## config.mk

```make
export PLATFORM = sky130hd
export DESIGN_NAME = nibble_table_run_decoder_unit
export DESIGN_NICKNAME = d
export VERILOG_FILES = /design/src/rtl/ntrd_pkg.sv /design/src/rtl/nibble_table_run_decoder_unit.sv /design/src/rtl/ntrd_datapath.sv /design/src/rtl/ntrd_controller.sv
export SDC_FILE = /design/constraint.sdc
export NUM_CORES = 1
export LEC_CHECK = 0
export BUFFER_PORTS_ARGS = -buffer_cell sky130_fd_sc_hd__buf_4
export CAP_MARGIN = 20
export CORE_MARGIN = 2
export CORE_UTILIZATION = 50
export CTS_CLUSTER_SIZE = 30
export DETAILED_ROUTE_END_ITERATION = 10
export GPL_TIMING_DRIVEN = 0
export PLACE_DENSITY = 0.78
export SLEW_MARGIN = 0
export SYNTH_ARGS = -nofsm -noshare
export SYNTH_HDL_FRONTEND = slang
export SYNTH_SLANG_ARGS = --single-unit
export TNS_END_PERCENT = 50
```

## constraint.sdc

```tcl
create_clock -name clk -period 5.8 [get_ports clk]
set_input_delay 0.58 -clock clk [delete_from_list [all_inputs] [get_ports clk]]
set_output_delay 0.58 -clock clk [all_outputs]
set_load 0.1 [all_outputs]
```

## src/rtl/ntrd_pkg.sv

```systemverilog
// Package for the nibble table run decoder.
// Holds the payload structs, code constants, state enums and the
// controller-to-datapath command and status structs. No dependencies.
`timescale 1ns / 1ps

package ntrd_pkg;

    localparam int CFG_INDEX_W = 8;
    localparam int CFG_DATA_W  = 64;
    localparam int TAB_HIGH_W  = 48;

    localparam logic [CFG_INDEX_W-1:0] REG_TABLE_LOW  = 8'd0;
    localparam logic [CFG_INDEX_W-1:0] REG_TABLE_HIGH = 8'd1;

    localparam logic [3:0] CODE_RAW    = 4'hf;
    localparam logic [3:0] CODE_REPEAT = 4'he;

    typedef struct packed {
        logic [7:0] data_byte;
        logic       last_byte;
    } in_item_t;

    typedef struct packed {
        logic [7:0] char_out;
        logic       has_char;
        logic       last_out;
    } out_item_t;

    typedef enum logic [1:0] {
        PH_CODE,
        PH_RAW_LO,
        PH_RAW_HI,
        PH_REPEAT
    } phase_t;

    typedef enum logic [1:0] {
        S_IDLE,
        S_DECODE,
        S_EMIT,
        S_MARK
    } ctrl_state_t;

    typedef struct packed {
        logic load;
        logic decode;
        logic emit;
        logic mark;
        logic next_nib;
        logic finish;
    } dp_cmd_t;

    typedef struct packed {
        logic dec_emits;
        logic nib_hi;
        logic copies_zero;
        logic out_free;
        logic last;
        logic emitted;
    } dp_status_t;

endpackage

```

## src/rtl/nibble_table_run_decoder_unit.sv

```systemverilog
// Top level of the nibble table run decoder.
// Depends on ntrd_pkg, ntrd_controller and ntrd_datapath.
//
// The input channel takes one compressed record byte per transaction, with
// a flag that marks the final byte of the record. The output channel gives
// one decoded character per transaction, or a single end marker with
// has_char low when the final byte produces no character. The
// configuration channel writes the two character table registers; it is
// always ready and must be used only while the decoder is idle.
// A byte is accepted only while the sequencer is idle. The sequencer then
// decodes the low nibble and emits each result it yields, then decodes the
// high nibble and emits each of its results or the end marker, and only
// then takes a new byte. A byte yields 0 to 18 results, or the end marker.
// A character passes through the byte, character and output registers;
// the end marker is written straight into the output register.
// Results leave through one output register; while the receiver stalls,
// the sequencer waits on that register and input stays stalled. Reset
// clears the tables, the decode state and the output valid.
`timescale 1ns / 1ps

module nibble_table_run_decoder_unit (
    input  logic                             clk,
    input  logic                             rst_n,
    input  logic                             cfg_valid,
    output logic                             cfg_ready,
    input  logic [ntrd_pkg::CFG_INDEX_W-1:0] cfg_index,
    input  logic [ntrd_pkg::CFG_DATA_W-1:0]  cfg_data,
    input  logic                             in_valid,
    output logic                             in_stall,
    input  ntrd_pkg::in_item_t               in_data,
    output logic                             out_valid,
    input  logic                             out_stall,
    output ntrd_pkg::out_item_t              out_data
);
    import ntrd_pkg::*;

    dp_cmd_t    cmd;
    dp_status_t status;

    assign cfg_ready = 1'b1;

    ntrd_controller u_controller (
        .clk      (clk),
        .rst_n    (rst_n),
        .in_valid (in_valid),
        .in_stall (in_stall),
        .status   (status),
        .cmd      (cmd)
    );

    ntrd_datapath u_datapath (
        .clk       (clk),
        .rst_n     (rst_n),
        .cfg_we    (cfg_valid),
        .cfg_index (cfg_index),
        .cfg_data  (cfg_data),
        .in_data   (in_data),
        .cmd       (cmd),
        .status    (status),
        .out_stall (out_stall),
        .out_valid (out_valid),
        .out_data  (out_data)
    );

endmodule

```

## src/rtl/ntrd_datapath.sv

```systemverilog
// Datapath of the nibble table run decoder: table registers, decode state,
// repeat counter and the output register. Depends on ntrd_pkg.
`timescale 1ns / 1ps

module ntrd_datapath (
    input  logic                               clk,
    input  logic                               rst_n,
    input  logic                               cfg_we,
    input  logic [ntrd_pkg::CFG_INDEX_W-1:0]   cfg_index,
    input  logic [ntrd_pkg::CFG_DATA_W-1:0]    cfg_data,
    input  ntrd_pkg::in_item_t                 in_data,
    input  ntrd_pkg::dp_cmd_t                  cmd,
    output ntrd_pkg::dp_status_t               status,
    input  logic                               out_stall,
    output logic                               out_valid,
    output ntrd_pkg::out_item_t                out_data
);
    import ntrd_pkg::*;

    logic [CFG_DATA_W-1:0] table_low_reg, table_low_next;
    logic [TAB_HIGH_W-1:0] table_high_reg, table_high_next;
    phase_t                phase_reg, phase_next;
    logic [3:0]            raw_reg, raw_next;
    logic [4:0]            rep_reg, rep_next;
    logic [4:0]            copies_reg, copies_next;
    logic                  nib_sel_reg, nib_sel_next;
    logic                  emitted_reg, emitted_next;
    logic                  out_valid_reg, out_valid_next;
    logic [7:0]            byte_reg, byte_next;
    logic                  last_reg, last_next;
    logic [7:0]            char_reg, char_next;
    out_item_t             out_data_reg, out_data_next;

    logic [7:0] tab [16];
    logic [3:0] nib;
    logic [3:0] hi_nib;
    logic [7:0] dec_char;
    logic       dec_emits;
    phase_t     dec_phase;
    logic [3:0] dec_raw;
    logic [4:0] dec_rep;
    logic       hi_emits;
    logic       out_free;

    always_comb
    begin
        for (int k = 0; k < 8; k++)
        begin
            tab[k] = table_low_reg[8*k +: 8];
        end
        for (int k = 0; k < 6; k++)
        begin
            tab[8+k] = table_high_reg[8*k +: 8];
        end
        tab[14] = 8'd0;
        tab[15] = 8'd0;
    end

    assign hi_nib = byte_reg[7:4];
    assign nib    = nib_sel_reg ? byte_reg[7:4] : byte_reg[3:0];

    always_comb
    begin
        dec_char  = 8'd0;
        dec_emits = 1'b0;
        dec_phase = phase_reg;
        dec_raw   = raw_reg;
        dec_rep   = rep_reg;
        case (phase_reg)
            PH_CODE:
            begin
                if (nib == CODE_RAW)
                begin
                    dec_phase = PH_RAW_LO;
                end
                else if (nib == CODE_REPEAT)
                begin
                    dec_phase = PH_REPEAT;
                end
                else
                begin
                    dec_char  = tab[nib];
                    dec_emits = 1'b1;
                end
            end
            PH_RAW_LO:
            begin
                dec_raw   = nib;
                dec_phase = PH_RAW_HI;
            end
            PH_RAW_HI:
            begin
                dec_char  = {nib, raw_reg};
                dec_emits = 1'b1;
                dec_phase = PH_CODE;
            end
            PH_REPEAT:
            begin
                dec_rep   = {1'b0, nib} + 5'd1;
                dec_phase = PH_CODE;
            end
            default:
            begin
                dec_phase = PH_CODE;
            end
        endcase
    end

    assign hi_emits = ((phase_reg == PH_CODE) && (hi_nib < CODE_REPEAT))
                      || (phase_reg == PH_RAW_HI);
    assign out_free = !out_valid_reg || !out_stall;

    always_comb
    begin
        table_low_next  = table_low_reg;
        table_high_next = table_high_reg;
        phase_next      = phase_reg;
        raw_next        = raw_reg;
        rep_next        = rep_reg;
        copies_next     = copies_reg;
        nib_sel_next    = nib_sel_reg;
        emitted_next    = emitted_reg;
        byte_next       = byte_reg;
        last_next       = last_reg;
        char_next       = char_reg;
        out_data_next   = out_data_reg;
        out_valid_next  = out_valid_reg && out_stall;

        if (cfg_we)
        begin
            if (cfg_index == REG_TABLE_LOW)
            begin
                table_low_next = cfg_data;
            end
            else if (cfg_index == REG_TABLE_HIGH)
            begin
                table_high_next = cfg_data[TAB_HIGH_W-1:0];
            end
        end

        if (cmd.load)
        begin
            byte_next    = in_data.data_byte;
            last_next    = in_data.last_byte;
            nib_sel_next = 1'b0;
            emitted_next = 1'b0;
        end

        if (cmd.decode)
        begin
            phase_next = dec_phase;
            raw_next   = dec_raw;
            rep_next   = dec_rep;
            if (dec_emits)
            begin
                char_next   = dec_char;
                copies_next = rep_reg;
                rep_next    = 5'd0;
            end
        end

        if (cmd.emit)
        begin
            out_valid_next         = 1'b1;
            out_data_next.char_out = char_reg;
            out_data_next.has_char = 1'b1;
            out_data_next.last_out = last_reg && (copies_reg == 5'd0)
                                     && (nib_sel_reg || !hi_emits);
            emitted_next           = 1'b1;
            if (copies_reg != 5'd0)
            begin
                copies_next = copies_reg - 5'd1;
            end
        end

        if (cmd.mark)
        begin
            out_valid_next         = 1'b1;
            out_data_next.char_out = 8'd0;
            out_data_next.has_char = 1'b0;
            out_data_next.last_out = 1'b1;
        end

        if (cmd.next_nib)
        begin
            nib_sel_next = 1'b1;
        end

        if (cmd.finish && last_reg)
        begin
            phase_next = PH_CODE;
            raw_next   = 4'd0;
            rep_next   = 5'd0;
        end
    end

    always_ff @(posedge clk or negedge rst_n)
    begin
        if (!rst_n)
        begin
            table_low_reg  <= '0;
            table_high_reg <= '0;
            phase_reg      <= PH_CODE;
            raw_reg        <= 4'd0;
            rep_reg        <= 5'd0;
            copies_reg     <= 5'd0;
            nib_sel_reg    <= 1'b0;
            emitted_reg    <= 1'b0;
            out_valid_reg  <= 1'b0;
        end
        else
        begin
            table_low_reg  <= table_low_next;
            table_high_reg <= table_high_next;
            phase_reg      <= phase_next;
            raw_reg        <= raw_next;
            rep_reg        <= rep_next;
            copies_reg     <= copies_next;
            nib_sel_reg    <= nib_sel_next;
            emitted_reg    <= emitted_next;
            out_valid_reg  <= out_valid_next;
        end
    end

    always_ff @(posedge clk)
    begin
        byte_reg     <= byte_next;
        last_reg     <= last_next;
        char_reg     <= char_next;
        out_data_reg <= out_data_next;
    end

    assign status.dec_emits   = dec_emits;
    assign status.nib_hi      = nib_sel_reg;
    assign status.copies_zero = (copies_reg == 5'd0);
    assign status.out_free    = out_free;
    assign status.last        = last_reg;
    assign status.emitted     = emitted_reg;

    assign out_valid = out_valid_reg;
    assign out_data  = out_data_reg;

endmodule

```

## src/rtl/ntrd_controller.sv

```systemverilog
// Controller of the nibble table run decoder: sequences byte load, nibble
// decode, character copies and the end marker. Depends on ntrd_pkg.
`timescale 1ns / 1ps

module ntrd_controller (
    input  logic                  clk,
    input  logic                  rst_n,
    input  logic                  in_valid,
    output logic                  in_stall,
    input  ntrd_pkg::dp_status_t  status,
    output ntrd_pkg::dp_cmd_t     cmd
);
    import ntrd_pkg::*;

    ctrl_state_t state_reg, state_next;

    always_comb
    begin
        state_next = state_reg;
        case (state_reg)
            S_IDLE:
            begin
                if (in_valid)
                begin
                    state_next = S_DECODE;
                end
            end
            S_DECODE:
            begin
                if (status.dec_emits)
                begin
                    state_next = S_EMIT;
                end
                else if (!status.nib_hi)
                begin
                    state_next = S_DECODE;
                end
                else if (status.last && !status.emitted)
                begin
                    state_next = S_MARK;
                end
                else
                begin
                    state_next = S_IDLE;
                end
            end
            S_EMIT:
            begin
                if (status.out_free && status.copies_zero)
                begin
                    state_next = status.nib_hi ? S_IDLE : S_DECODE;
                end
            end
            S_MARK:
            begin
                if (status.out_free)
                begin
                    state_next = S_IDLE;
                end
            end
            default:
            begin
                state_next = S_IDLE;
            end
        endcase
    end

    always_comb
    begin
        cmd      = '0;
        in_stall = 1'b1;
        case (state_reg)
            S_IDLE:
            begin
                in_stall = 1'b0;
                cmd.load = in_valid;
            end
            S_DECODE:
            begin
                cmd.decode   = 1'b1;
                cmd.next_nib = !status.dec_emits && !status.nib_hi;
                cmd.finish   = !status.dec_emits && status.nib_hi;
            end
            S_EMIT:
            begin
                cmd.emit     = status.out_free;
                cmd.next_nib = status.out_free && status.copies_zero && !status.nib_hi;
                cmd.finish   = status.out_free && status.copies_zero && status.nib_hi;
            end
            S_MARK:
            begin
                cmd.mark = status.out_free;
            end
            default:
            begin
                cmd = '0;
            end
        endcase
    end

    always_ff @(posedge clk or negedge rst_n)
    begin
        if (!rst_n)
        begin
            state_reg <= S_IDLE;
        end
        else
        begin
            state_reg <= state_next;
        end
    end

endmodule
```

# --- Word-level counts from Yosys, hierarchy flattened ---
# Index checks and enable logic that the tools add are counted.
word_totals:
  register_bits: 160
  in_bits: 86
  output_inout_bits: 13
  word_cells: 118
classes:
  add_sub_neg: 2
  magnitude_cmp: 2
  eq_ne: 13
  mux: 45
  bitwise: 2
  reduce_logical: 38
op_table:
  columns: ["cell", "count"]
  rows:
  - ["$mux W5", 8]
  - ["$bmux W8 S4", 1]
  - ["$mux W8", 4]
  - ["$mux W2", 10]
  - ["$mux W4", 4]
  - ["$pmux W8 S2", 1]
  - ["$mux W1", 13]
  - ["$logic_and A1 B1 Y1", 11]
  - ["$reduce_and A2 Y1", 5]
  - ["$eq A2 B2 Y1 const B", 4]
  - ["$eq A4 B4 Y1 const B", 2]
  - ["$eq A8 B1 Y1 const B", 1]
  - ["$logic_not A8 Y1", 1]
  - ["$pmux W2 S4", 1]
  - ["$reduce_bool A2 Y1", 4]
  - ["$logic_not A1 Y1", 6]
  - ["$pmux W2 S3", 1]
  - ["$reduce_and A3 Y1", 2]
  - ["$add A4 B1 Y5 const B", 1]
  - ["$ge A5 B5 Y1 const B", 1]
  - ["$logic_not A5 Y1", 1]
  - ["$not A4 Y5", 1]
  - ["$reduce_bool A5 Y1", 1]
  - ["$sub A5 B1 Y5 const B", 1]
  - ["other kinds (12)", 17]

# --- Logic depth before layout (Yosys ltp) ---
# Gate-level depths: netlist of the first run.
depth:
  depth_word: 11
  mapped_depth: 13
  depth_no_buf: 10

# --- Hierarchy ---
# Synthesis of the first run repeated with hierarchy kept, for this count alone.
unflattened:
  hier_cells: 763
  hier_area_um2: 8429.3
by_module_without_submodules:
  columns: ["mod", "n_inst", "cells_each", "area_each_um2", "seq_area_each_um2"]
  rows:
  - ["ntrd_datapath", 1, 729, 8164.1, 3988.8]
  - ["ntrd_controller", 1, 32, 254.0, 50.0]
  - ["nibble_table_run_decoder_unit", 1, 2, 11.3, 0.0]

# --- Least setup slack after synthesis of the first run ---
# No wires, ideal clock.
synth_timing:
  path_type: "register -> register"
  from: "register u_datapath.nib_sel_reg"
  to: "register u_datapath.copies_reg[0]"
  setup_ns: 0.127
  t_arrival_ns: 2.650
  required_ns: 5.673
  path_slack_ns: 3.023
  stages_incl_launch_ff: 13
  path_buffers: 3
  synth_period_minus_slack_ns: 2.777
  cell_sequence: "dfrtp_1 -> buf_6 -> mux2i_4 -> inv_2 -> buf_2 -> buf_1 -> ha_1 -> nor2_1 -> o41a_1 -> nand2_1 -> inv_1 -> a211oi_1 -> a21oi_1"
synth_via:
  elab_chain_cells: 9
  word_cells_on_any_way: 10
  cone_classes: "eq/ne: 2; mux: 8"
synth_rtl:
  columns: ["element", "line_no", "source"]
  rows:
  - ["from (decl)", "ntrd_datapath.sv:26", "logic nib_sel_reg, nib_sel_next;"]
  - ["from (signal assigned)", "ntrd_datapath.sv:219", "nib_sel_reg <= nib_sel_next;"]
  - ["$mux W4 *", "ntrd_datapath.sv:60", "assign nib = nib_sel_reg ? byte_reg[7:4] : byte_reg[3:0];"]
  - ["$eq A4 B4 Y1", "ntrd_datapath.sv:76", "else if (nib == CODE_REPEAT)"]
  - ["$mux W1", "ntrd_datapath.sv:76", null]
  - ["$mux W1 *", "ntrd_datapath.sv:72", "if (nib == CODE_RAW)"]
  - ["$pmux W1 S2 *", "ntrd_datapath.sv:69", "case (phase_reg)"]
  - ["$mux W5 *", "ntrd_datapath.sv:154", "if (dec_emits)"]
  - ["$mux W5 *", "ntrd_datapath.sv:149", "if (cmd.decode)"]
  - ["$mux W5", "ntrd_datapath.sv:170", "if (copies_reg != 5'd0)"]
  - ["$mux W5 *", "ntrd_datapath.sv:162", "if (cmd.emit)"]
  - ["net u_datapath.copies_next[0]", "ntrd_datapath.sv:25", "logic [4:0] copies_reg, copies_next;"]
  - ["to (signal assigned)", "ntrd_datapath.sv:218", "copies_reg <= copies_next;"]
  - ["to (decl)", "ntrd_datapath.sv:25", null]
# The timed path passes the listed nets; every way through them passes the cells marked *.
# A chain may end at the register's enable or synchronous reset.

# --- Worst setup path in the final report of the first run ---
layout_timing:
  from: "register u_datapath.nib_sel_reg"
  to: "register u_datapath.raw_reg[2]"
layout_via:
  elab_chain_cells: 11
  word_cells_on_any_way: 17
  cone_classes: "eq/ne: 2; mux: 8; reduce/logical: 7"
layout_rtl:
  columns: ["element", "line_no", "source"]
  rows:
  - ["$mux W4", "ntrd_datapath.sv:60", null]
  - ["$eq A4 B4 Y1", "ntrd_datapath.sv:76", null]
  - ["$mux W1", "ntrd_datapath.sv:76", null]
  - ["$mux W1", "ntrd_datapath.sv:72", null]
  - ["$pmux W1 S2", "ntrd_datapath.sv:69", null]
  - ["$logic_not A1 Y1", "ntrd_controller.sv:82", "cmd.finish = !status.dec_emits && status.nib_hi;"]
  - ["$logic_and A1 B1 Y1", "ntrd_controller.sv:82", null]
  - ["$pmux W2 S2", "ntrd_controller.sv:72", "case (state_reg)"]
  - ["$logic_and A1 B1 Y1", "ntrd_datapath.sv:189", "if (cmd.finish && last_reg)"]
  - ["$reduce_bool A2 Y1 (no source line)", null, null]
  - ["$reduce_and A2 Y1 (no source line)", null, null]
  - ["to (signal assigned)", "ntrd_datapath.sv:216", "raw_reg <= raw_next;"]
  - ["to (decl)", "ntrd_datapath.sv:23", "logic [3:0] raw_reg, raw_next;"]
# Several ways; a longest one is shown, not always the timed one. The select of a mux whose other input is x is not followed.

==> out/results.tsv, run 1 <==
stage	metric	value	unit
die	Rows	45	
critical_path	Worst Setup Start Kind	flip-flop	
timing	final cycle utilization of the critical path	0.623	
critical_path	Worst EP arrival	3.89	ns
global_route	initial antenna violation count	0	
clock_network	clk buf depth	2	
detailed_routing	via count	6320	
global_route	Total Routing Usage GR	0.267	
synthesis	synthesized area per cell	10.7	µm²
synthesis	Cells after Synth	724	
critical_path	CP Depth	13	
synthesis	most frequent cell after synthesis	dfrtp_1	
timing	crit path time final	3.61	ns
layout	layout cells sized above 1	0.300	
clock_network	Clock Tree Root	clkbuf_16	
pwr	Clock power frac	0.270	
synthesis	Mapped Area	7780	µm²
clock_network	CTS Hold Buffers Added	0	
timing	Slew HR	0.352	
detailed_routing	vias per cell	6.07	
pwr	VDD IR-drop max	0.275	mV
critical_path	WS Path Type	flip-flop to flip-flop	
synthesis	Synth area leader	dfrtp_1	
timing	Fin Setup TNS	0	ns
detailed_routing	DRT Pass-1 Iters	5	
timing	final setup fails	0	
clock_network	Clock Sinks	160	
global_route	first-pass GRT wire length	33300	µm
clock_network	CTS tree	yes	
clock_network	clock buffer count from CTS	17	
synthesis	top-area cell type share of the netlist area	0.428	
layout	nets@finish	936	
die	core box area	15200	µm²
die	Initial Util	0.512	
die	Die Ht	129	µm
critical_path	slowest cell delay on critical path	0.56	ns
synthesis	syn_nets	819	
pwr	Switching Share	0.403	
critical_path	FF-to-FF path depth	13	
synthesis	synth top area cells	dfrtp_1, mux2_2, edfxtp_1	
detailed_routing	Routed WL	21100	µm
synthesis	share of flip-flops with an asynchronous set or reset	0.831	
critical_path	delay-heaviest family, CP	buffers and inverters	
synthesis	sequential share of the synthesized area	0.519	
die	die width	129	µm
critical_path	Critical path buffers and inverters	5	
global_route	pin count of the biggest net entering global routing	69	
placement	placer's final routability congestion estimate	0.964	
pwr	P per Cell Area	441	nW/µm²
clock_network	clk_lat worst skew	0.44	ns
timing	Pins Over Slew Limit	0	
synthesis	post-synth cell types	55	
die	IO Count	99	
critical_path	critical path required time	6.08	ns
critical_path	reg2reg start	u_datapath.nib_sel_reg$_DFFE_PN0P_	
global_route	number of global-route vias before repair	6264	
critical_path	slowest stage cell, crit path	buf_1	
layout	n_diodes	0	
clock_network	post-CTS sizing	0	
layout	Synth-to-Final Area Change	20.4	%
synthesis	Yosys reg bits	160	
timing	final hold vios	0	
synthesis	top cells by count, synth	dfrtp_1, mux2_2, nand2_1, o21ai_0, a21oi_1	
pwr	internal power	2.47	mW
critical_path	Crit. Startpoint	u_datapath.nib_sel_reg$_DFFE_PN0P_	
timing	skew final	0.0117	ns
synthesis	Synth Flop Type	dfrtp_1	
detailed_routing	Starting DRT DRC Count	619	
detailed_routing	Routed Antenna Nets	0	
pwr	combinational share of power	0.380	
placement	Buffers on Ports	97	
timing	FMAX	277	MHz
timing	Worst-Margin Slew	0.958	ns
detailed_routing	DR WL/cell	20.3	µm
layout	FILL cells	1255	
critical_path	CP Max Fanout	10	
layout	max reg flops	64	
critical_path	worst path cell trace	buf_6, mux2i_4, inv_2, buf_2, buf_1, ha_1, nor2_1, o41a_1, o22ai_1, nand2_1, nor2_1, buf_2, a211oi_1	
placement	detailed placement HPWL	15500	µm
run	MaxCap Viol Count	0	
timing	RSZ-0062 raised after global routing	false	
detailed_routing	DR DRC count	0	
global_route	final global-route overflow total	0	
pwr	total net switching power	1.66	mW
die	Die Footprint	16600	µm²
clock_network	H-tree depth	4	
pwr	Total Power	4.13	mW
hold_path	Min-Delay Path Class	input port to async pin	
synthesis	Yosys Warn Count	0	
status	status	complete, no violations	
pwr	Pleak	4.28	nW
pwr	sequential power share	0.350	
synthesis	Post-synth EDFFs	17	
clock_network	Setup Fix Bufs, Post-CTS	0	
clock_network	Clk pin slew, worst setup/hold paths	0.07	ns
critical_path	endpoint class of the critical path	flip-flop	
==> worst register-to-register path, cell delays in order, from the launching register on <==
cell      delay (ns)
dfrtp_1         0.38
buf_6           0.15
mux2i_4         0.25
inv_2           0.20
buf_2           0.23
buf_1           0.56
ha_1            0.36
nor2_1          0.09
o41a_1          0.42
o22ai_1         0.20
nand2_1         0.10
nor2_1          0.19
buf_2           0.26
a211oi_1        0.08
==> power groups by stage <==
stage                     clock [mW]  sequential (mW)  combinational, mW
final                           1.12             1.45               1.57
after global routing            1.18             1.47               1.70
after CTS                       1.13             1.44               1.54
after global placement             0             1.46               1.51
after floorplan                    0             1.63              0.913
after detailed placement           0             1.46               1.53
==> per-stage QoR <==
step / area [µm²] / setup slack, ns / hold WS, ns / utilization / instances
6_report: 9370 / 2.19 / 0.134 / 0.616 / 1042
5_1_grt: 9370 / 2.00 / 0.181 / 0.616 / 1042
4_1_cts: 9370 / 2.25 / 0.153 / 0.616 / 1042
3_5_place_dp: 8780 / 2.27 / 0.449 / 0.577 / 1010
3_3_place_gp: 8740 / 2.30 / 0.443 / 0.575 / 1009
2_1_floorplan: 7780 / 3.02 / 0.284 / - / 724
==> worst paths after layout <==
path,endpoint,slack (ns)
min,u_datapath.table_low_reg[53]$_DFFE_PN0P_,0.13
max in group asynchronous,u_datapath.table_low_reg[47]$_DFFE_PN0P_,4.91
min reg2reg,u_datapath.out_data[4]$_SDFFE_PP0P_,0.45
max,u_datapath.raw_reg[2]$_DFFE_PN0P_,2.19
max reg2reg,u_datapath.raw_reg[2]$_DFFE_PN0P_,2.19
min in group clk,u_datapath.byte_reg[5]$_DFFE_PP_,0.32
==> cells in the final DEF, fill, tap and decap left out, types with 4 or more instances in the layout <==
cell / n
nor3_1: 12
a311oi_1: 7
dfrtp_1: 133
o221ai_1: 4
nand3_1: 5
or3_1: 4
a22oi_1: 11
buf_1: 4
a211oi_1: 14
o22ai_1: 11
inv_1: 20
o211ai_1: 11
nor2b_1: 8
ha_1: 9
dfxtp_1: 10
mux2_2: 109
nor2_1: 44
clkbuf_16: 17
nand2_1: 83
a21oi_1: 48
o21ai_0: 59
mux2i_1: 10
a221oi_1: 5
buf_4: 97
buf_2: 6
edfxtp_1: 17
clkbuf_1: 31
inv_6: 5
a31oi_1: 8
==> area by class of cell <==
class | count | area [µm²] | area share
plain buffers | 44 | 185 | 0.0198
clock buffers | 20 | 467 | 0.0498
clock inverters | 12 | 123 | 0.0131
inverters | 21 | 78.8 | 0.00842
multi-input cells | 499 | 3480 | 0.371
flip-flops and latches | 160 | 4040 | 0.431
well taps | 188 | 235 | 0.0251
repair buffers | 98 | 759 | 0.0811
==> per-layer routing <==
metal  up-vias  global-route usage  routed length, µm
met2       326               0.422               9890
met5         -                   0                  0
met4         0               0.118                872
li1       2876                   -                  -
met1      3054               0.345               8650
met3        64              0.0786               1700
==> cell families (layout without fill, tap and decap cells) <==
family,count (synthesis),count (layout),synth area share
AO/OA/AOI/OAI,193,193,0.154
AND/OR/NAND/NOR,172,172,0.0963
flip-flops,160,160,0.519
multiplexers,122,122,0.179
buffers and inverters,65,195,0.0339
adder cells (fa/ha/maj),9,9,0.0145
XOR/XNOR,2,2,0.00225
other,1,1,0.000482
(Power assumes the default switching activity.)
==> run 2, diff against run 1 <==
- ABC_AREA: default -> 1
- PLACE_DENSITY: 0.78 -> 0.81
- clock period: 5.8 -> 3 ns (I/O delays scaled with it)
==> out/results.tsv, run 2 <==
stage	metric	value	unit
critical_path	WS Path Type	flip-flop to flip-flop	
status	status	complete, no violations	
detailed_routing	DR DRC count	0	
critical_path	Worst Setup Start Kind	flip-flop	
clock_network	Setup Fix Bufs, Post-CTS	0	
synthesis	Yosys Warn Count	0	
layout	n_diodes	0	
placement	Post-Place Setup Slack	0.335	ns
placement	placer's final routability congestion estimate	0.969	
clock_network	Clk pin slew, worst setup/hold paths	0.06	ns
layout	nets@finish	1177	
synthesis	Post-Synth Simple-Gate Area	0.261	
synthesis	Synth area leader	dfrtp_1	
detailed_routing	DR WL/cell	16.7	µm
timing	Slew HR	0.558	
critical_path	Worst EP arrival	2.78	ns
synthesis	mux cell area share after synthesis	0.00584	
die	Die Footprint	16400	µm²
timing	final cycle utilization of the critical path	0.889	
pwr	Pleak	4.72	nW
layout	Synth-to-Final Area Change	21.5	%
synthesis	largest family of logic cells by synthesized area	simple AND/OR/NAND/NOR gates	
clock_network	clk buf depth	2	
synthesis	Post-Synth Adder-Cell Area	0.0146	
global_route	final global-route overflow total	0	
pwr	Total Power	8.63	mW
hold_path	Min-Delay Path Class	input port to flip-flop	
synthesis	most frequent cell after synthesis	nand2_1	
synthesis	Synth Area in Compound Gates	0.104	
die	Die Ht	128	µm
synthesis	syn_nets	1059	
timing	skew final	0.00776	ns
synthesis	xor/xnor share of the synthesized area	0.00227	
placement	Buffers on Ports	97	
timing	final setup fails	0	
critical_path	CP Max Fanout	11	
layout	most frequent cells in the layout	nand2_1, dfrtp_1, o21ai_0	
layout	max reg flops	64	
global_route	pin count of the biggest net entering global routing	75	
synthesis	top cells by count, synth	nand2_1, dfrtp_1, o21ai_0, nand3_1, inv_1	
detailed_routing	Routed Antenna Nets	0	
synthesis	Yosys reg bits	160	
synthesis	Post-synth EDFFs	17	
global_route	Total Routing Usage GR	0.278	
clock_network	CTS tree	yes	
timing	Hold WS	0.0352	ns
global_route	initial antenna violation count	0	
clock_network	clk_lat worst skew	0.44	ns
detailed_routing	Starting DRT DRC Count	828	
timing	RSZ-0062 raised after global routing	false	
die	die width	128	µm
synthesis	synth top area cells	dfrtp_1, nand2_1, o21ai_0	
synthesis	sequential share of the synthesized area	0.523	
timing	crit path time final	2.67	ns
synthesis	synthesized area per cell	8.01	µm²
placement	detailed placement HPWL	15400	µm
detailed_routing	vias per cell	5.51	
die	Rows	45	
clock_network	H-tree depth	4	
run	MaxCap Viol Count	0	
synthesis	Cells after Synth	964	
timing	Fin Setup TNS	0	ns
die	IO Count	99	
critical_path	critical path required time	3.12	ns
pwr	P per Cell Area	921	nW/µm²
detailed_routing	via count	7064	
synthesis	post-synth cell types	35	
global_route	first-pass GRT wire length	34800	µm
timing	final hold vios	0	
clock_network	Clock Tree Root	clkbuf_16	
pwr	VDD IR-drop max	0.598	mV
layout	commonest non-fill, non-tap cell in the layout	nand2_1	
timing	Worst-Margin Slew	0.663	ns
layout	layout cells sized above 1	0.161	
clock_network	clock buffer count from CTS	17	
timing	final worst slack	0.334	ns
global_route	number of global-route vias before repair	6854	
clock_network	Clock Sinks	160	
synthesis	Mapped Area	7720	µm²
synthesis	top-area cell type share of the netlist area	0.431	
synthesis	share of flip-flops with an asynchronous set or reset	0.831	
detailed_routing	DRT Pass-1 Iters	5	
timing	FMAX	375	MHz
timing	Pins Over Slew Limit	0	
die	Initial Util	0.510	
detailed_routing	Routed WL	21400	µm
critical_path	endpoint class of the critical path	flip-flop	
synthesis	Synth Flop Type	dfrtp_1	
die	core box area	15100	µm²
==> run 2: final timing paths <==
check,start,end,slack [ns],depth (start not counted)
min in group asynchronous,rst_n,u_datapath.table_low_reg[8]$_DFFE_PN0P_,0.41,2
worst min-delay path,in_data[3],u_datapath.byte_reg[2]$_DFFE_PP_,0.04,1
worst max register to register,u_datapath.nib_sel_reg$_DFFE_PN0P_,u_datapath.char_reg[6]$_DFFE_PP_,0.33,10
worst max-delay path,u_datapath.nib_sel_reg$_DFFE_PN0P_,u_datapath.char_reg[6]$_DFFE_PP_,0.33,10
worst min register to register,u_datapath.char_reg[3]$_DFFE_PP_,u_datapath.out_data[5]$_SDFFE_PP0P_,0.47,2
max in group asynchronous,rst_n,u_datapath.table_high_reg[32]$_DFFE_PN0P_,1.83,3
==> run 2: timing repair <==
action                                 in CTS  in global routing
hold buffers                                1                  0
endpoints found under the hold margin      59                  0
resized for setup                           0                  0
==> run 2: through the flow <==
| stage | cells | utilization | area [µm²] |
|---|---|---|---|
| after floorplan | 964 | - | 7720 |
| final | 1283 | 0.619 | 9380 |
| after global routing | 1283 | 0.619 | 9380 |
| after detailed placement | 1250 | 0.575 | 8710 |
| after global placement | 1249 | 0.573 | 8680 |
| after CTS | 1283 | 0.619 | 9380 |
==> run 2: logic make-up (layout without fill, tap and decap cells) <==
group / Yosys count / in the layout
and+or+nand+nor: 464 / 464
adders and majority gates: 9 / 9
other: 1 / 1
buffers and inverters: 167 / 298
muxes: 4 / 4
xor gates and xnor gates: 2 / 2
AOI/OAI and AO/OA: 157 / 157
DFF: 160 / 160
==> run 2: final cells by class <==
class                      count  area [µm²]
buffer                        50         245
sequential                   160        4040
fill                        1303        5770
multi-input combinational    637        3000
timing repair buffer          99         769
tap                          188         235
clock inverter                10         145
clock buffer                  22         507
inverter                     117         439
==> run 2: where the power goes <==
part / switching [mW] / internal, mW
Sequential: 0.205 / 2.59
Clock: 0.882 / 1.46
Combinational: 2.49 / 1.00
==> run 2: routing by layer <==
metal,GRT usage,routed length [µm],vias to the layer above
li1,-,-,3342
met1,0.361,8640,3308
met2,0.438,10200,351
met3,0.0710,1840,63
met4,0.132,697,0
met5,0,0,-
==> run 2: critical path: stages, from the launching register on <==
cell and delay, ns:
dfrtp_1 0.41, buf_4 0.20, nand2_1 0.07, nand2_1 0.09, buf_4 0.19, buf_4 0.20, ha_1 0.24, or2_2 0.31
nand4_4 0.14, nand3_2 0.19, inv_1 0.29
